$ cat src/sct_pkg.sv
package sct_pkg;

	localparam int IFRAC = 30;

	localparam logic FUNC_SIN = 1'b0;
	localparam logic FUNC_COS = 1'b1;

	localparam logic [33:0] ONE_Q30    = 34'd1073741824;
	localparam logic [31:0] HALF_Q30   = 32'd536870912;
	localparam logic [25:0] PI_Q24     = 26'd52707179;
	localparam logic [26:0] TWO_PI_Q24 = 27'd105414358;
	localparam logic [31:0] RED_OFFSET = 32'd2213701518;
	localparam logic [13:0] RED_RECIP  = 14'd10430;
	localparam logic [31:0] DIV3_RECIP = 32'hAAAAAAAB;

	typedef struct packed {
		logic               cos;
		logic               flip;
		logic [31:0]        a2;
		logic signed [33:0] sum;
	} side_t;

	function automatic logic [8:0] term_div(input logic cosine, input logic [2:0] k);
		logic [8:0] dc;
		logic [8:0] ds;
		case (k)
			3'd0: begin dc = 9'd2;   ds = 9'd6;   end
			3'd1: begin dc = 9'd12;  ds = 9'd20;  end
			3'd2: begin dc = 9'd30;  ds = 9'd42;  end
			3'd3: begin dc = 9'd56;  ds = 9'd72;  end
			3'd4: begin dc = 9'd90;  ds = 9'd110; end
			3'd5: begin dc = 9'd132; ds = 9'd156; end
			3'd6: begin dc = 9'd182; ds = 9'd210; end
			default: begin dc = 9'd240; ds = 9'd272; end
		endcase
		return cosine ? dc : ds;
	endfunction

	function automatic logic [31:0] term_recip(input logic cosine, input logic [2:0] k);
		logic [31:0] rc;
		logic [31:0] rs;
		case (k)
			3'd0: begin rc = 32'd2147483648; rs = 32'd715827882; end
			3'd1: begin rc = 32'd357913941;  rs = 32'd214748364; end
			3'd2: begin rc = 32'd143165576;  rs = 32'd102261126; end
			3'd3: begin rc = 32'd76695844;   rs = 32'd59652323;  end
			3'd4: begin rc = 32'd47721858;   rs = 32'd39045157;  end
			3'd5: begin rc = 32'd32537631;   rs = 32'd27531841;  end
			3'd6: begin rc = 32'd23598721;   rs = 32'd20452225;  end
			default: begin rc = 32'd17895697; rs = 32'd15790320; end
		endcase
		return cosine ? rc : rs;
	endfunction

endpackage

$ cat src/sct_qdiv.sv
module sct_qdiv import sct_pkg::*; (
	input  logic        clk,
	input  logic        arst_n,
	input  logic        in_valid,
	output logic        in_ready,
	input  logic [31:0] x,
	input  logic [8:0]  d,
	input  logic [31:0] recip,
	input  side_t       side_in,
	output logic        out_valid,
	input  logic        out_ready,
	output logic [31:0] q,
	output side_t       side_out
);

	logic        v_s1, v_s2, v_s3, v_s4;
	logic        en1, en2, en3, en4;
	logic [32:0] y_s1, y_s2, y_s3;
	logic [8:0]  d_s1, d_s2, d_s3;
	logic [31:0] r_s1;
	logic [31:0] q_s2, q_s3, q_s4;
	logic [40:0] qd_s3;
	side_t       side_s1, side_s2, side_s3, side_s4;
	logic [64:0] p_c;
	logic [32:0] rem_c;

	assign en4 = ~v_s4 | out_ready;
	assign en3 = ~v_s3 | en4;
	assign en2 = ~v_s2 | en3;
	assign en1 = ~v_s1 | en2;
	assign in_ready = en1;

	assign p_c   = 65'(y_s1) * 65'(r_s1);
	assign rem_c = y_s3 - qd_s3[32:0];

	always_ff @(posedge clk or negedge arst_n) begin
		if (!arst_n) begin
			v_s1 <= 1'b0;
			v_s2 <= 1'b0;
			v_s3 <= 1'b0;
			v_s4 <= 1'b0;
		end else begin
			if (en1) v_s1 <= in_valid;
			if (en2) v_s2 <= v_s1;
			if (en3) v_s3 <= v_s2;
			if (en4) v_s4 <= v_s3;
		end
	end

	always_ff @(posedge clk) begin
		if (en1) begin
			y_s1    <= 33'(x) + 33'(d[8:1]);
			d_s1    <= d;
			r_s1    <= recip;
			side_s1 <= side_in;
		end
		if (en2) begin
			q_s2    <= p_c[63:32];
			y_s2    <= y_s1;
			d_s2    <= d_s1;
			side_s2 <= side_s1;
		end
		if (en3) begin
			qd_s3   <= 41'(q_s2) * 41'(d_s2);
			q_s3    <= q_s2;
			y_s3    <= y_s2;
			d_s3    <= d_s2;
			side_s3 <= side_s2;
		end
		if (en4) begin
			q_s4    <= q_s3 + 32'(rem_c >= 33'(d_s3));
			side_s4 <= side_s3;
		end
	end

	assign out_valid = v_s4;
	assign q         = q_s4;
	assign side_out  = side_s4;

endmodule

$ cat config.mk
export PLATFORM = sky130hd
export DESIGN_NAME = sct_qdiv
export DESIGN_NICKNAME = d
export VERILOG_FILES = /design/src/sct_pkg.sv /design/src/sct_qdiv.sv
export SDC_FILE = /design/constraint.sdc
export NUM_CORES = 2
export LEC_CHECK = 0
export BUFFER_PORTS_ARGS = -buffer_cell sky130_fd_sc_hd__clkbuf_2
export CAP_MARGIN = 20
export CORE_UTILIZATION = 50
export DETAILED_ROUTE_END_ITERATION = 7
export GPL_ROUTABILITY_DRIVEN = 1
export HOLD_SLACK_MARGIN = 0.05
export MAX_ROUTING_LAYER = met4
export PLACE_DENSITY = 0.72
export SYNTH_ARGS = -nofsm -noshare
export SYNTH_HDL_FRONTEND = slang
export SYNTH_SLANG_ARGS = --single-unit
$ cat constraint.sdc
create_clock -name clk -period 23.1 [get_ports clk]
set_clock_uncertainty 0.2 [all_clocks]
set_input_delay 4.62 -clock clk [delete_from_list [all_inputs] [get_ports clk]]
set_output_delay 4.62 -clock clk [all_outputs]
set_load 0.01 [all_outputs]
==> impl_metrics.ini <==
[outcome]
status = completed

[critical_path]
end_kind = primary output
ff2ff_setup_slack_ps = 14110
cp_max_fo = 32
critPathRequiredTime_ps = 18280
r2r-end = q_s2[30]
critPathArrivalTime_ps = 5990
r2r_cells = 23
r2r_start = y_s1[0]
path_class = in2out
worstSetupStartpointType = input pin

[sta]
slew_violations = 0
timing.fmax_mhz = 92.5
setup_violations = 0
relSlewSlack_pct = 27.0
worst_slew_pin_slew_ps = 1100
hold_slack_ps = 196
hold_viol_final = 0
min_period_ps = 10810
rsz0062_at_grt = no
setup_tns_ps = 0
finalCritPeriodShare_pct = 46.8

[floorplan]
num_io_pins = 247
start_util_pct = 50.5
die_h_um = 350
dieArea_um2 = 123000
num_rows = 127
fp.coreArea_um2 = 120000
fp.dieW_um = 350

[synth]
async_flop_share_pct = 0.710
syn-cell-area_um2 = 60600
synth_edf_count = 559
ys_seq_area_share_pct = 27.9
synth_ff_type = edfxtp_1
synth_seq_cells = 563
netlist_top_cells_area = fa_1 37%, edfxtp_1 28%, inv_1 7.3%, ha_1 7.2%, and2_1 6.2%
ys_warn_count = 0
synth_top_area_share_pct = 36.7
synth_nets = 7216
yosysMostFrequentCell = inv_1
synthTopCellsByCount = 1181 x inv_1, 1112 x fa_1, 815 x nand2_1, 601 x and2_1, 559 x edfxtp_1
yosys.area.top_type = fa_1
netlist_instances = 5612
syn_avg_cell_area_um2 = 10.8
synthDistinctLibCells = 69

[finish]
regArea_um2 = 16900
layout.nets = 7356
areaGrowthSynthToFinish_pct = 8.29
drive_above_1_share_pct = 7.72
fillCellCount = 10130
multiInputGateArea_um2 = 38300

[route]
first_iter_violations = 3106
drtPass1Iterations = 6
dr_total_vias = 40153
wl_per_cell_um = 20.5
via_per_inst = 5.41
route.detailed.drc = 0
drt-total-wl_mm = 152
ant_nets = 0

[hold_path]
hold_path_class = reg2reg
hp-start = side_s1[65]
min_path_cells = 0
whs_endpoint = side_s2[65]

[place]
gp_congestion = 0.940
io_buffers = 246
dp_hpwl_mm = 107

[flow_run]
max-cap-violations = 0

[clock_tree]
cts_tree = done
cts_max_level = 2
post_cts_buffers = 0
numCtsBuffers = 60
clock_path_buffers = 3
cts.sinks = 563
clkLatencyLatePin_ps = 700
clkTransAtPathRegs_ps = 60
root_buffer = clkbuf_16
cts.repair.resized = 0
hold_buffers = 0

[global_routing]
grt-ovfl-total = 0
grt_max_degree = 80
groute.usage.overall_pct = 26.6
antenna_found_initial = 2
grt_first_pass_wirelength_mm = 241
grt_pass1_vias = 43504
-- metal layers --
layer / track usage, % / wire, um / vias up
met5: - / 0 / -
met1: 33.8 / 59800 / 20709
met4: 8.70 / 5160 / 0
li1: - / - / 17374
met3: 5.68 / 13800 / 346
met2: 42.5 / 73300 / 1724
-- per-stage QoR --
step	instances	util, %	worst slack [ps]	area, um2
2_1_floorplan	5612	-	9440	60600
3_3_place_gp	7302	53.0	12320	63500
3_5_place_dp	7302	53.0	12300	63500
4_1_cts	7416	54.7	12260	65600
5_1_grt	7417	54.7	12140	65600
6_report	7418	54.7	12290	65600
-- flip-flops by register name, indices dropped and copies added (netlist names), 9 cells and up --
| name | flops |
|---|---|
| r_s1 | 32 |
| side_s2 | 68 |
| q_s3 | 32 |
| q | 32 |
| q_s2 | 32 |
| y_s2 | 33 |
| d_s2 | 9 |
| qd_s3 | 33 |
| d_s3 | 9 |
| side_s1 | 68 |
| d_s1 | 9 |
| y_s3 | 33 |
| y_s1 | 33 |
| side_out | 68 |
| side_s3 | 68 |
-- cells by family after synthesis --
kind of cell,after synthesis,share of synthesized area (%)
flops,563,27.9
mux,3,0.0496
xor+xnor,145,2.11
buf+inv,1432,8.88
fa+ha+maj,1459,43.9
compound gates,330,3.63
simple gates,1680,13.5
-- worst max-delay path: stages --
cell and delay (ps):
clkbuf_2 80, nor2b_1 520, nand4_1 240, buf_4 330, clkbuf_2 190
-- worst max-delay path by stage --
| stage | slack (ps) | depth (start not counted) | from | to |
|---|---|---|---|---|
| floorplan | 9440 | 2 | out_ready | in_ready |
| global placement | 12320 | 5 | out_ready | in_ready |
| detailed placement | 12300 | 5 | out_ready | in_ready |
| CTS | 12260 | 5 | out_ready | in_ready |
| global route | 12140 | 5 | out_ready | in_ready |
| finish | 12290 | 5 | out_ready | in_ready |
-- layout by cell type (no fill, tap or decap), types with 12 or more instances in the layout --
master and instances:
a21o_1 53, a21oi_1 89, and2_1 601, and3_1 19
buf_4 83, clkbuf_16 60, clkbuf_2 246, clkinv_2 15
edfxtp_1 559, fa_1 1112, ha_1 347, inv_1 1180
nand2_1 814, nand2b_1 17, nand3_1 49, nand4_1 19
nor2_1 84, nor2b_1 18, nor3_1 28, o21a_1 12
o21ai_0 57, xnor2_1 96, xor2_1 48
-- area by class of cell --
cell class | count | share of cell area (%)
clock inverter | 49 | 0.835
tap | 1612 | 3.07
sequential | 563 | 25.7
antenna | 2 | 0.00763
inverter | 1181 | 6.76
multi-input combinational | 3617 | 58.4
clock buffer | 65 | 2.32
timing repair buffer | 329 | 2.83
Power is not shown: default switching activity piles up to over one toggle a cycle in this logic, so the estimate is an artifact.
